File: src/design/blvs_pkg.sv
// Shared types, codes and helper functions for the battery level supervisor.
// No dependencies; used by every other file of the block.

package blvs_pkg;

    localparam int VoltW  = 16;
    localparam int RunW   = 8;
    localparam int LevelW = 2;
    localparam int EventW = 3;
    localparam int AddrW  = 4;
    localparam int DataW  = 32;

    // battery levels
    localparam logic [LevelW-1:0] LVL_NORMAL = 2'd0;
    localparam logic [LevelW-1:0] LVL_LOW    = 2'd1;
    localparam logic [LevelW-1:0] LVL_ULTRA  = 2'd2;

    // transition events
    localparam logic [EventW-1:0] EVT_NONE       = 3'd0;
    localparam logic [EventW-1:0] EVT_ENTER_LOW  = 3'd1;
    localparam logic [EventW-1:0] EVT_ENTER_ULTRA = 3'd2;
    localparam logic [EventW-1:0] EVT_BACK_NORMAL = 3'd3;
    localparam logic [EventW-1:0] EVT_BACK_LOW   = 3'd4;

    // register indexes (word address = paddr[3:2])
    localparam logic [1:0] REG_LOW_LEVEL   = 2'd0;
    localparam logic [1:0] REG_ULTRA_LEVEL = 2'd1;
    localparam logic [1:0] REG_DEBOUNCE    = 2'd2;

    localparam logic [RunW-1:0] DEBOUNCE_RESET = 8'd3;
    localparam logic [RunW-1:0] RUN_MAX        = 8'hFF;

    typedef struct packed {
        logic [VoltW-1:0] low_level;
        logic [VoltW-1:0] ultra_low_level;
        logic [RunW-1:0]  debounce_count;
    } t_cfg;

    typedef struct packed {
        logic [LevelW-1:0] level;
        logic [EventW-1:0] event_res;
        logic              low_power_indicator;
        logic              skipped;
    } t_result;

    typedef struct packed {
        logic [RunW-1:0] run;
        logic            hit;
    } t_run;

    // One debounce step: count a qualifying sample (saturating), report and
    // clear once the run reaches the count; a miss clears the run.
    function automatic t_run run_step(input logic [RunW-1:0] run,
                                      input logic qualifies,
                                      input logic [RunW-1:0] count);
        t_run            res;
        logic [RunW-1:0] inc;
        inc = (run < RUN_MAX) ? run + 8'd1 : run;
        res.run = '0;
        res.hit = 1'b0;
        if (qualifies) begin
            if (inc >= count) begin
                res.hit = 1'b1;
            end else begin
                res.run = inc;
            end
        end
        return res;
    endfunction

endpackage

File: src/design/battery_level_supervisor_top.sv
// Top level of the battery level supervisor: input register, level machine,
// result register and configuration port. Depends on blvs_pkg,
// blvs_cfg_regs and blvs_level_fsm.
//
// Usage:
//   Input channel (i_valid / o_stall) carries one sampling tick per item:
//   i_voltage and i_transmit_busy. Output channel (o_valid / i_stall)
//   returns exactly one result item per tick: level, event code,
//   low-power indicator and skipped flag. A busy tick changes no state.
//   Pipeline: two register stages, input register then result register.
//   Throughput: one item per cycle unless i_stall holds a full result
//   register; the level machine compares and updates its counters
//   between the two registers.
//   Stall: when i_stall holds a full result register, the input register
//   keeps its item and o_stall rises; nothing is dropped or repeated.
//   Reset (i_rst_n low, synchronous): level normal, both runs zero,
//   thresholds zero, debounce count three, both channels empty.
//   Configuration: APB-style, registers at byte addresses 0 (low level),
//   4 (ultra-low level) and 8 (debounce count); write only while idle.

module battery_level_supervisor_top (
    input  logic                       i_clk,
    input  logic                       i_rst_n,
    // input channel
    input  logic                       i_valid,
    output logic                       o_stall,
    input  logic [blvs_pkg::VoltW-1:0] i_voltage,
    input  logic                       i_transmit_busy,
    // output channel
    output logic                       o_valid,
    input  logic                       i_stall,
    output logic [blvs_pkg::LevelW-1:0] o_level,
    output logic [blvs_pkg::EventW-1:0] o_event_res,
    output logic                       o_low_power_indicator,
    output logic                       o_skipped,
    // configuration port
    input  logic                       psel,
    input  logic                       penable,
    input  logic                       pwrite,
    input  logic [blvs_pkg::AddrW-1:0] paddr,
    input  logic [blvs_pkg::DataW-1:0] pwdata,
    output logic [blvs_pkg::DataW-1:0] prdata,
    output logic                       pready
);

    blvs_pkg::t_cfg    cfg;
    blvs_pkg::t_result res;
    blvs_pkg::t_result r_out;

    logic                       r_in_valid;
    logic [blvs_pkg::VoltW-1:0] r_in_voltage;
    logic                       r_in_busy;
    logic                       r_out_valid;
    logic                       advance;

    // Advance the held item whenever the result register is empty or drains.
    assign advance = r_in_valid & (~r_out_valid | ~i_stall);
    assign o_stall = r_in_valid & ~advance;

    blvs_cfg_regs u_cfg (
        .i_clk   (i_clk),
        .i_rst_n (i_rst_n),
        .psel    (psel),
        .penable (penable),
        .pwrite  (pwrite),
        .paddr   (paddr),
        .pwdata  (pwdata),
        .prdata  (prdata),
        .pready  (pready),
        .o_cfg   (cfg)
    );

    // Input register: load a new item whenever the stage is not held.
    always_ff @(posedge i_clk) begin
        if (!i_rst_n) begin
            r_in_valid <= 1'b0;
        end else if (!o_stall) begin
            r_in_valid <= i_valid;
        end
    end

    always_ff @(posedge i_clk) begin
        if (i_valid && !o_stall) begin
            r_in_voltage <= i_voltage;
            r_in_busy    <= i_transmit_busy;
        end
    end

    // The machine commits its state only on the cycle its item advances.
    blvs_level_fsm u_fsm (
        .i_clk     (i_clk),
        .i_rst_n   (i_rst_n),
        .i_step    (advance),
        .i_voltage (r_in_voltage),
        .i_busy    (r_in_busy),
        .i_cfg     (cfg),
        .o_res     (res)
    );

    // Result register: fill on advance, empty when taken.
    always_ff @(posedge i_clk) begin
        if (!i_rst_n) begin
            r_out_valid <= 1'b0;
        end else if (advance) begin
            r_out_valid <= 1'b1;
        end else if (!i_stall) begin
            r_out_valid <= 1'b0;
        end
    end

    always_ff @(posedge i_clk) begin
        if (advance) begin
            r_out <= res;
        end
    end

    assign o_valid               = r_out_valid;
    assign o_level               = r_out.level;
    assign o_event_res           = r_out.event_res;
    assign o_low_power_indicator = r_out.low_power_indicator;
    assign o_skipped             = r_out.skipped;

endmodule

File: src/design/blvs_cfg_regs.sv
// Configuration register file with its APB-style access port.
// Depends on blvs_pkg.

module blvs_cfg_regs (
    input  logic                       i_clk,
    input  logic                       i_rst_n,
    input  logic                       psel,
    input  logic                       penable,
    input  logic                       pwrite,
    input  logic [blvs_pkg::AddrW-1:0] paddr,
    input  logic [blvs_pkg::DataW-1:0] pwdata,
    output logic [blvs_pkg::DataW-1:0] prdata,
    output logic                       pready,
    output blvs_pkg::t_cfg             o_cfg
);

    blvs_pkg::t_cfg r_cfg;
    logic           wr_en;
    logic [1:0]     reg_idx;

    assign pready  = 1'b1;
    assign wr_en   = psel & penable & pwrite;
    assign reg_idx = paddr[3:2];

    always_ff @(posedge i_clk) begin
        if (!i_rst_n) begin
            r_cfg.low_level       <= '0;
            r_cfg.ultra_low_level <= '0;
            r_cfg.debounce_count  <= blvs_pkg::DEBOUNCE_RESET;
        end else if (wr_en) begin
            case (reg_idx)
                blvs_pkg::REG_LOW_LEVEL: begin
                    r_cfg.low_level <= pwdata[blvs_pkg::VoltW-1:0];
                end
                blvs_pkg::REG_ULTRA_LEVEL: begin
                    r_cfg.ultra_low_level <= pwdata[blvs_pkg::VoltW-1:0];
                end
                blvs_pkg::REG_DEBOUNCE: begin
                    r_cfg.debounce_count <= pwdata[blvs_pkg::RunW-1:0];
                end
                default: ;
            endcase
        end
    end

    always_comb begin
        prdata = '0;
        case (reg_idx)
            blvs_pkg::REG_LOW_LEVEL:   prdata[blvs_pkg::VoltW-1:0] = r_cfg.low_level;
            blvs_pkg::REG_ULTRA_LEVEL: prdata[blvs_pkg::VoltW-1:0] = r_cfg.ultra_low_level;
            blvs_pkg::REG_DEBOUNCE:    prdata[blvs_pkg::RunW-1:0]  = r_cfg.debounce_count;
            default: ;
        endcase
    end

    assign o_cfg = r_cfg;

endmodule

File: src/design/blvs_level_fsm.sv
// Level state machine with the below/above debounce counters.
// Depends on blvs_pkg; result is combinational from the current sample.

module blvs_level_fsm (
    input  logic                       i_clk,
    input  logic                       i_rst_n,
    input  logic                       i_step,
    input  logic [blvs_pkg::VoltW-1:0] i_voltage,
    input  logic                       i_busy,
    input  blvs_pkg::t_cfg             i_cfg,
    output blvs_pkg::t_result          o_res
);

    logic [blvs_pkg::LevelW-1:0] r_level, n_level;
    logic [blvs_pkg::RunW-1:0]   r_below, n_below;
    logic [blvs_pkg::RunW-1:0]   r_above, n_above;
    logic [blvs_pkg::EventW-1:0] evt;

    logic below_qual, above_qual;
    blvs_pkg::t_run below_res, above_res;

    // thresholds depend on the current level
    always_comb begin
        below_qual = 1'b0;
        above_qual = 1'b0;
        case (r_level)
            blvs_pkg::LVL_NORMAL: begin
                below_qual = i_voltage < i_cfg.low_level;
            end
            blvs_pkg::LVL_LOW: begin
                below_qual = i_voltage < i_cfg.ultra_low_level;
                above_qual = i_voltage >= i_cfg.low_level;
            end
            blvs_pkg::LVL_ULTRA: begin
                above_qual = i_voltage >= i_cfg.ultra_low_level;
            end
            default: ;
        endcase
    end

    assign below_res = blvs_pkg::run_step(r_below, below_qual, i_cfg.debounce_count);
    assign above_res = blvs_pkg::run_step(r_above, above_qual, i_cfg.debounce_count);

    always_comb begin
        n_level = r_level;
        n_below = r_below;
        n_above = r_above;
        evt     = blvs_pkg::EVT_NONE;
        if (!i_busy) begin
            case (r_level)
                blvs_pkg::LVL_NORMAL: begin
                    n_below = below_res.run;
                    if (below_res.hit) begin
                        n_level = blvs_pkg::LVL_LOW;
                        evt     = blvs_pkg::EVT_ENTER_LOW;
                    end
                end
                blvs_pkg::LVL_LOW: begin
                    n_below = below_res.run;
                    n_above = above_res.run;
                    // recovery is checked first and wins on a double hit
                    if (above_res.hit) begin
                        n_level = blvs_pkg::LVL_NORMAL;
                        evt     = blvs_pkg::EVT_BACK_NORMAL;
                    end else if (below_res.hit) begin
                        n_level = blvs_pkg::LVL_ULTRA;
                        evt     = blvs_pkg::EVT_ENTER_ULTRA;
                    end
                end
                blvs_pkg::LVL_ULTRA: begin
                    n_above = above_res.run;
                    if (above_res.hit) begin
                        n_level = blvs_pkg::LVL_LOW;
                        evt     = blvs_pkg::EVT_BACK_LOW;
                    end
                end
                default: ;
            endcase
        end
    end

    always_ff @(posedge i_clk) begin
        if (!i_rst_n) begin
            r_level <= blvs_pkg::LVL_NORMAL;
            r_below <= '0;
            r_above <= '0;
        end else if (i_step) begin
            r_level <= n_level;
            r_below <= n_below;
            r_above <= n_above;
        end
    end

    assign o_res.level               = n_level;
    assign o_res.event_res           = evt;
    assign o_res.low_power_indicator = (n_level == blvs_pkg::LVL_LOW) ||
                                       (n_level == blvs_pkg::LVL_ULTRA);
    assign o_res.skipped             = i_busy;

endmodule

File: config.mk
export PLATFORM = sky130hd
export DESIGN_NAME = battery_level_supervisor_top
export DESIGN_NICKNAME = d
export VERILOG_FILES = /design/src/design/blvs_pkg.sv /design/src/design/battery_level_supervisor_top.sv /design/src/design/blvs_cfg_regs.sv /design/src/design/blvs_level_fsm.sv
export SDC_FILE = /design/constraint.sdc
export NUM_CORES = 1
export LEC_CHECK = 0
export ABC_CLOCK_PERIOD_IN_PS = 3400
export BUFFER_PORTS_ARGS = -buffer_cell sky130_fd_sc_hd__buf_2
export CAP_MARGIN = 5
export CORE_MARGIN = 3
export CORE_UTILIZATION = 30
export DETAILED_ROUTE_END_ITERATION = 10
export PLACE_DENSITY = 0.55
export SETUP_SLACK_MARGIN = 0.02
export SLEW_MARGIN = 5
export SYNTH_ARGS = -nofsm -noshare
export SYNTH_HDL_FRONTEND = slang
export SYNTH_SLANG_ARGS = --single-unit
File: constraint.sdc
create_clock -name i_clk -period 3.4 [get_ports i_clk]
set_clock_uncertainty 0.15 [all_clocks]
set_input_delay 0.34 -clock i_clk [delete_from_list [all_inputs] [get_ports i_clk]]
set_output_delay 0.34 -clock i_clk [all_outputs]
set_load 0.01 [all_outputs]
Yosys cells after proc, flatten, opt, wreduce, memory -nomap -nowiden
Cells that the tools add are included.

storage, ports and cells
  register bits = 84
  latch bits = 0
  memory bits (writable) = 0
  ROM bits = 0
  input bits = 60
  output and inout port bits = 42
  logic and storage cells = 77
  memories kept = 0

cells by class
  add/subtract/negate cells = 2
  $mul = 0
  div/mod/pow operators = 0
  order comparisons = 8
  equality and inequality tests = 7
  shift-type cells = 0
  multiplexer cells = 25
  bitwise operators = 9
  reductions and logical operators = 12

operator list
  kind                                                                   count
  16-bit greater-or-equal comparator                                     2
  16-bit less-than comparator                                            2
  8-bit 2-to-1 mux                                                       4
  8-bit one-hot mux with 3 select lines                                  1
  9-bit 2-to-1 mux                                                       2
  8-bit by 1-bit adder with 8-bit output, second input constant          2
  8-bit greater-or-equal comparator                                      2
  8-bit less-than comparator, second input constant                      2
  8-bit one-hot mux with 2 select lines                                  1
  2-bit 2-to-1 mux                                                       6
  3-bit one-hot mux with 3 select lines                                  1
  2-bit by 1-bit equality test with 1-bit output, second input constant  3
  2-bit equality test, second input constant                             3
  3-bit 2-to-1 mux                                                       2
  2-bit one-hot mux with 3 select lines                                  1
  2-bit AND reduction                                                    3
  3-bit AND reduction                                                    2
  1-bit 2-to-1 mux                                                       5
  1-bit AND                                                              4
  2-bit zero test                                                        2
  1-bit NOT                                                              4
  1-bit one-hot mux with 2 select lines                                  2
  2-bit OR reduction                                                     2
  2-bit by 1-bit != test with 1-bit output, second input constant        1
  other kinds (4)                                                        4

Longest topological paths before layout
Gate-level depths: netlist of run 1.

  word-level depth = 11
  depth in mapped cells = 15
  mapped depth without buffers = 14

By module
A second synthesis of run 1 with hierarchy kept.

second synthesis, totals
  cell total of the unflattened synthesis = 556
  area total of the unflattened synthesis = 5191.2 um^2

by module, submodules not included
  module                        instances  cells each  area an instance (um^2)
  blvs_level_fsm                1          306         2404.8
  blvs_cfg_regs                 1          218         1981.9
  battery_level_supervisor_top  1          32          804.5

Worst setup path after synthesis of run 1
Ideal clock, no wire load.

  path type = register to register
  start point = register u_fsm.r_below[0] in the netlist's numbering
  end point = register r_out, in the netlist o_low_power_indicator (data pin)
  library setup time = 0.268 ns
  arrival = 2.763 ns
  data required time = 2.982 ns
  slack = 0.219 ns
  cell stages (with the launch flop) = 15
  buffers on the path = 0
  period minus slack after synthesis = 3.181 ns
  cells stage by stage = dfxtp_1 -> ha_1 -> and2_1 -> nand3_1 -> nand3_1 -> xnor2_1 -> ha_1 -> a21o_1 -> a21oi_1 -> o21ai_0 -> a31oi_1 -> o21ba_2 -> nor2_1 -> a311oi_2 -> xor2_1

RTL lines
  item                      RTL line                             source
  start: declaration        blvs_level_fsm.sv:15                 logic [blvs_pkg::RunW-1:0] r_below, n_below;
  start signal: assignment  blvs_level_fsm.sv:89                 r_below <= n_below;
  end signal: assignment    battery_level_supervisor_top.sv:113  r_out <= res;
  end: declaration          battery_level_supervisor_top.sv:48   blvs_pkg::t_result r_out;

==> qor.yml, run 1 <==
synth.area.top_cells: "dfxtp_1, edfxtp_1, ha_1"
rsz0062_at_grt: "true"
dr.pass1.iters: 5
use_met1_pct: 18.2
place_hpwl_um: 9610
synth_flop_cell: "dfxtp_1"
cts_hold_buf: 0
worst-path-max-fanout: 7
ios: 102
synthTopCellsByCount: "nand2_1, a21oi_1, dfxtp_1"
cp.buffers_inverters: 3
cts_buffers: 9
area_growth_pct: 21.3
critPathMaxStageDelay_ns: 0.37
drt_iter0_markers: 237
clock.fmax_mhz: 306
power.density_mw_per_mm2: 372
core_area_mm2: 0.0161
synth_warnings: 0
n_antenna_cell: 0
use_met2_pct: 23.4
ant_nets: 0
h-tree-depth: 3
p_switching_uw: 555
cp_cell_sequence: "ha_1, and2_1, nand3_4, mux2_2, ha_1, a31oi_1, o21ai_0, a31oi_1, buf_4, o21ba_2, nor2_2, a311oi_4, buf_4, inv_1"
synthArstFlopShare_pct: 0
grt_overflow: 0
grt_use_total_pct: 14.3
drive_gt1_share_pct: 19.9
gr-usage-met3_pct: 2.71
crit_family: "compound AO/OA/AOI/OAI gates"
vias_per_cell: 4.89
io_buffers: 66
synthMostInstantiatedCell: "nand2_1"
cp.arrival_ns: 3.22
seq_area_frac_synth_pct: 38.3
worst_pin_slew_ns: 0.732
grt_pass1_wl_um: 20900
p_leak_uw: 0.00250
worst-setup-path-type: "register to register"
grt_pass1_vias: 4294
die_w_um: 135
intPower_uw: 1710
period_needed_ns: 3.26
start_util_pct: 31.1
die_h_um: 135
avgSynthCellArea_um2: 8.55
swShare_pct: 24.5
via_count: 4359
slew_viol_final: 0
finalWeightedCongestion: 0.923
cts_tree: "done"
ir_drop_mv: 0.296
drc_errors: 0
routedWlPerCell_um: 14.4
dieArea_mm2: 0.0183
hold_viol_final: 0
end_kind: "register"
status: "completed"
max-cap-violations: 0
startpoint_type: "register"
clock-sinks: 84
num_rows: 46
seq_power_share_pct: 47.4
nNetsFinal: 784
clock_path_buffers: 2
p_clk_share_pct: 42.1
post-route-period-util_pct: 96.0
clk_latency_ns: 0.35
crit_slowest_cell: "mux2_2"
p_total_uw: 2270
synth_top_area_share_pct: 23.9
syn_area_mm2: 0.00502
critPathRequiredTime_ns: 3.36
grt_max_degree: 36
yosys.cell_types.count: 54
setup_viol: 0
antenna_found_initial: 0
synth.largest_area_cell: "dfxtp_1"
wirelength_um: 12900
clk_pin_slew_worst_paths_ns: 0.06
syn_inst: 587
pwr-share-comb_pct: 10.4
holdCritPathClass: "input port to register"
synth-edff-count: 24
whs_ns: 0.0163
busiest_layer: "met2"
ys_seq_elements: 84
slew_headroom_pct: 51.1
cts-root-buf: "clkbuf_16"
[flip-flops by register name (all words and copies together) (netlist names)]
register               flops
r_in_busy                  1
r_in_valid                 1
o_valid                    1
u_fsm.r_level              2
r_in_voltage              16
u_fsm.r_above              8
u_cfg.o_cfg               40
o_level                    2
o_event_res                3
u_fsm.r_below              8
o_skipped                  1
o_low_power_indicator      1
[per-stage QoR]
stage	setup slack, ns	cell area (µm²)	cells	utilization (%)	setup TNS [ns]
after detailed placement	-0.0526	5640	870	35.0	-0.0898
after floorplan	0.219	5080	602	-	0
after global routing	-0.000895	6090	891	37.8	-0.000895
after global placement	0.0132	5640	870	35.0	0
after CTS	0.0611	5950	886	36.9	0
final	0.137	6090	891	37.8	0
[area by class of cell]
type	count	area, µm²
repair buffers	92	526
flip-flops and latches	84	1920
multi-input cells	432	2890
fillers	1681	10000
inverters	51	191
clock inverters	1	6.26
clock buffers	15	279
well taps	216	270
[kinds of logic (layout without fill, tap and decap cells)]
kind of cell	Yosys count	in the layout	synth area share, %
and+or+nand+nor	205	205	18.8
DFF	84	84	38.3
other	2	17	0.150
muxes	25	25	5.01
buffers and inverters	86	159	7.70
xor gates and xnor gates	9	9	1.57
AOI/OAI and AO/OA	122	122	15.0
adders and majority gates	54	54	13.5
[path summary, 6_finish.rpt]
| kind | startpoint | to | slack [ns] | depth (start not counted) |
|---|---|---|---|---|
| min reg2reg | u_fsm.r_above[6] | u_fsm.r_above[6] | 0.32 | 2 |
| min | i_voltage[7] | r_in_voltage[7] | 0.02 | 1 |
| max | u_fsm.r_below[0] | o_level[0] | 0.14 | 14 |
| max reg2reg | u_fsm.r_below[0] | o_level[0] | 0.14 | 14 |
[routing by layer]
metal  vias to the layer above  share of wire (%)  wire length [µm]
li1                       2181                  -                 -
met2                       113                 48              6160
met1                      2047                 45              5760
met5                         -                  0                 0
met3                        18                5.0               648
met4                         0                2.2               280
[power by group through the flow]
| stage | Clock (µW) | Sequential (µW) | Combinational (µW) |
|---|---|---|---|
| detailed placement | 0 | 1100 | 228 |
| global placement | 0 | 1100 | 222 |
| CTS | 982 | 1080 | 229 |
| finish | 955 | 1080 | 236 |
| floorplan | 0 | 1090 | 154 |
| global route | 1020 | 1080 | 268 |
[layout by cell type (no fill, tap or decap), drive strengths merged, types with 2 or more instances in the layout]
cell	count
a211oi	4
a21boi	2
a21o	4
a21oi	64
a22oi	8
a31oi	6
and2	3
and3	6
and4	2
buf	92
clkbuf	15
conb	17
dfxtp	60
edfxtp	24
ha	54
inv	51
mux2i	24
nand2	97
nand3	18
nand4	11
nor2	31
nor2b	20
nor3	7
nor3b	2
nor4	3
o211ai	2
o21ai	17
o41ai	2
or3	2
xnor2	8
[repair_timing]
action                     4_1_cts  5_1_grt
setup endpoints to repair        3        5
pin swaps                        0        6
hold endpoints to repair         0        0
setup buffers                    0        5
gates resized for setup          3       21
Note: power is estimated with default switching activity, not from simulation.
==> inputs of run 2 (changes only) <==
--- a/config.mk
+++ b/config.mk
@@ -8,10 +8,12 @@
 export ABC_CLOCK_PERIOD_IN_PS = 3400
 export BUFFER_PORTS_ARGS = -buffer_cell sky130_fd_sc_hd__buf_2
 export CAP_MARGIN = 5
+export CELL_PAD_IN_SITES_DETAIL_PLACEMENT = 0
+export CELL_PAD_IN_SITES_GLOBAL_PLACEMENT = 1
 export CORE_MARGIN = 3
 export CORE_UTILIZATION = 30
 export DETAILED_ROUTE_END_ITERATION = 10
-export PLACE_DENSITY = 0.55
+export PLACE_DENSITY = 0.68
 export SETUP_SLACK_MARGIN = 0.02
 export SLEW_MARGIN = 5
 export SYNTH_ARGS = -nofsm -noshare
==> run 2 against run 1 <==
Net effect: maximum frequency rose by 1.2%; final cell count rose by 0.56%; clock-buffer cell count fell by 5; critical path type unchanged.
==> qor.yml, run 2 (synthesis results as in run 1) <==
startpoint_type: "register"
area_growth_pct: 21.4  # about the same
via_count: 4287  # -1.7%
cp.arrival_ns: 3.19  # -0.03 ns
final_cell_mix: "nand2_1, buf_2, a21oi_1"
routedWlPerCell_um: 14.9  # +3.1%
antenna_found_initial: 0  # unchanged
holdCritPathClass: "input port to register"
n_antenna_cell: 0  # unchanged
grt_pass1_wl_um: 21100  # +1.0%
crit_slowest_cell: "or3_1"
clk_pin_slew_worst_paths_ns: 0.07  # about the same
p_total_uw: 2220  # -2.0%
dr.pass1.iters: 4  # -1
cts_buffers: 9  # unchanged
dieArea_mm2: 0.0183  # unchanged
busiest_layer: "met2"
ir_drop_mv: 0.247  # -17%
use_met2_pct: 24.3  # +0.88 points
io_buffers: 66  # unchanged
die_w_um: 135  # unchanged
clk_latency_ns: 0.35  # about the same
worst-setup-path-type: "register to register"
power.density_mw_per_mm2: 365  # -2.0%
grt_overflow: 0  # unchanged
cp_cell_sequence: "ha_1, and2_2, nand3_4, nand4_1, xnor2_2, ha_1, or3_1, o311ai_2, a21oi_2, and3_4, a311oi_4, buf_4, inv_1"
critPathRequiredTime_ns: 3.37  # about the same
h-tree-depth: 3  # unchanged
final_area_mm2: 0.00609  # about the same
ant_nets: 0  # unchanged
place_hpwl_um: 9840  # +2.5%
status: "completed"
drt_iter0_markers: 178  # -25%
critPathMaxStageDelay_ns: 0.40  # +0.03 ns
ios: 102  # unchanged
wirelength_um: 13300  # +3.6%
dp.cells: 873  # +0.34%
layout_commonest_cell: "nand2_1"
die_h_um: 135  # unchanged
num_rows: 46  # unchanged
placed_cell_area_mm2: 0.00567  # +0.49%
post-route-period-util_pct: 94.9  # -1.1 points
start_util_pct: 31.1  # unchanged
rsz0062_at_grt: "true"
slew_viol_final: 0  # unchanged
clock_path_buffers: 2  # unchanged
grt_use_total_pct: 14.8  # +0.51 points
whs_ns: 0.0187  # +0.00235 ns
cts_tree: "done"
period_needed_ns: 3.23  # -0.0371 ns
drc_errors: 0  # unchanged
largest_reg_flops: 40  # unchanged
setup_viol: 0  # unchanged
hold_viol_final: 0  # unchanged
clock-sinks: 84  # unchanged
nNetsFinal: 789  # +0.64%
max-cap-violations: 0  # unchanged
worst_pin_slew_ns: 0.746  # +0.0139 ns
core_area_mm2: 0.0161  # unchanged
finalNonFillerCells: 896  # +0.56%
p_leak_uw: 0.00249  # -0.40%
end_kind: "register"
vias_per_cell: 4.78  # -2.2%
grt_pass1_vias: 4198  # -2.2%
grt_max_degree: 45  # +25%
clock.fmax_mhz: 310  # +1.2%
worst_path_most_repeated_cell: "ha_1"
worst-path-max-fanout: 4  # -3
post-route-util_pct: 37.8  # about the same
finalWeightedCongestion: 0.852  # -7.7%
slew_headroom_pct: 50.3  # -0.83 points
drive_gt1_share_pct: 19.0  # -0.88 points
cts-root-buf: "clkbuf_16"
gr-usage-met3_pct: 3.57  # +0.85 points
use_met1_pct: 19.5  # +1.4 points
-- run 2: cell types whose count changed in the layout (fill, tap and decap cells not counted), sizes merged --
cell / delta
clkbuf: -5
inv: -1
clkinvlp: +2
clkinv: +4
dlygate4sd3: +5
-- run 2: repair_timing --
item / in CTS / in global routing
hold buffers: 3 / 2
resized for setup: 1 / 15
pin swaps: 0 / 6
endpoints found under the hold margin: 3 / 2
setup endpoints to repair: 2 / 5
buffers inserted: 0 / 2
-- run 2: worst max-delay path, delay by kind of cell (launching register included) --
family | cells | cell delay [ns]
and+or+nand+nor | 5 | 1.07
AOI/OAI and AO/OA | 3 | 0.68
adders and majority gates | 2 | 0.39
DFF | 1 | 0.32
buffers and inverters | 2 | 0.19
xor gates and xnor gates | 1 | 0.18
-- run 2: cell type report --
cell class	count	area (µm²)
Sequential cell	84	1920
Multi-Input combinational cell	432	2860
Inverter	51	191
Timing Repair Buffer	97	576
Clock inverter	6	41.3
Fill cell	1676	10000
Tap cell	216	270
Clock buffer	10	229
-- run 2: power breakdown --
part,internal (µW),switching (µW)
logic,95.7,146
clock network,494,411
registers,1060,17.6
total,1650,575
-- run 2: worst paths after layout --
path	startpoint	end	slack, ns	depth (start not counted)
hold reg to reg	u_fsm.r_above[6]	u_fsm.r_above[6]	0.30	2
setup reg to reg	u_fsm.r_above[0]	o_level[0]	0.17	13
hold / removal	i_voltage[11]	r_in_voltage[11]	0.02	1
setup / recovery	u_fsm.r_above[0]	o_level[0]	0.17	13
-- run 2: metrics by stage --
stage               setup slack (ns)  setup TNS (ns)
floorplan                      0.219               0
global placement              0.0356               0
detailed placement          -0.00328        -0.00328
CTS                           0.0374               0
global route                 0.00484               0
finish                         0.174               0
-- run 2: metal layers --
metal  routed length [µm]  share of wire (%)  vias up
li1                     -                  -     2181
met1                 6410                 48     2016
met2                 6240                 47       85
met3                  593                4.5        5
met4                   80               0.60        0
met5                    0                  0        -
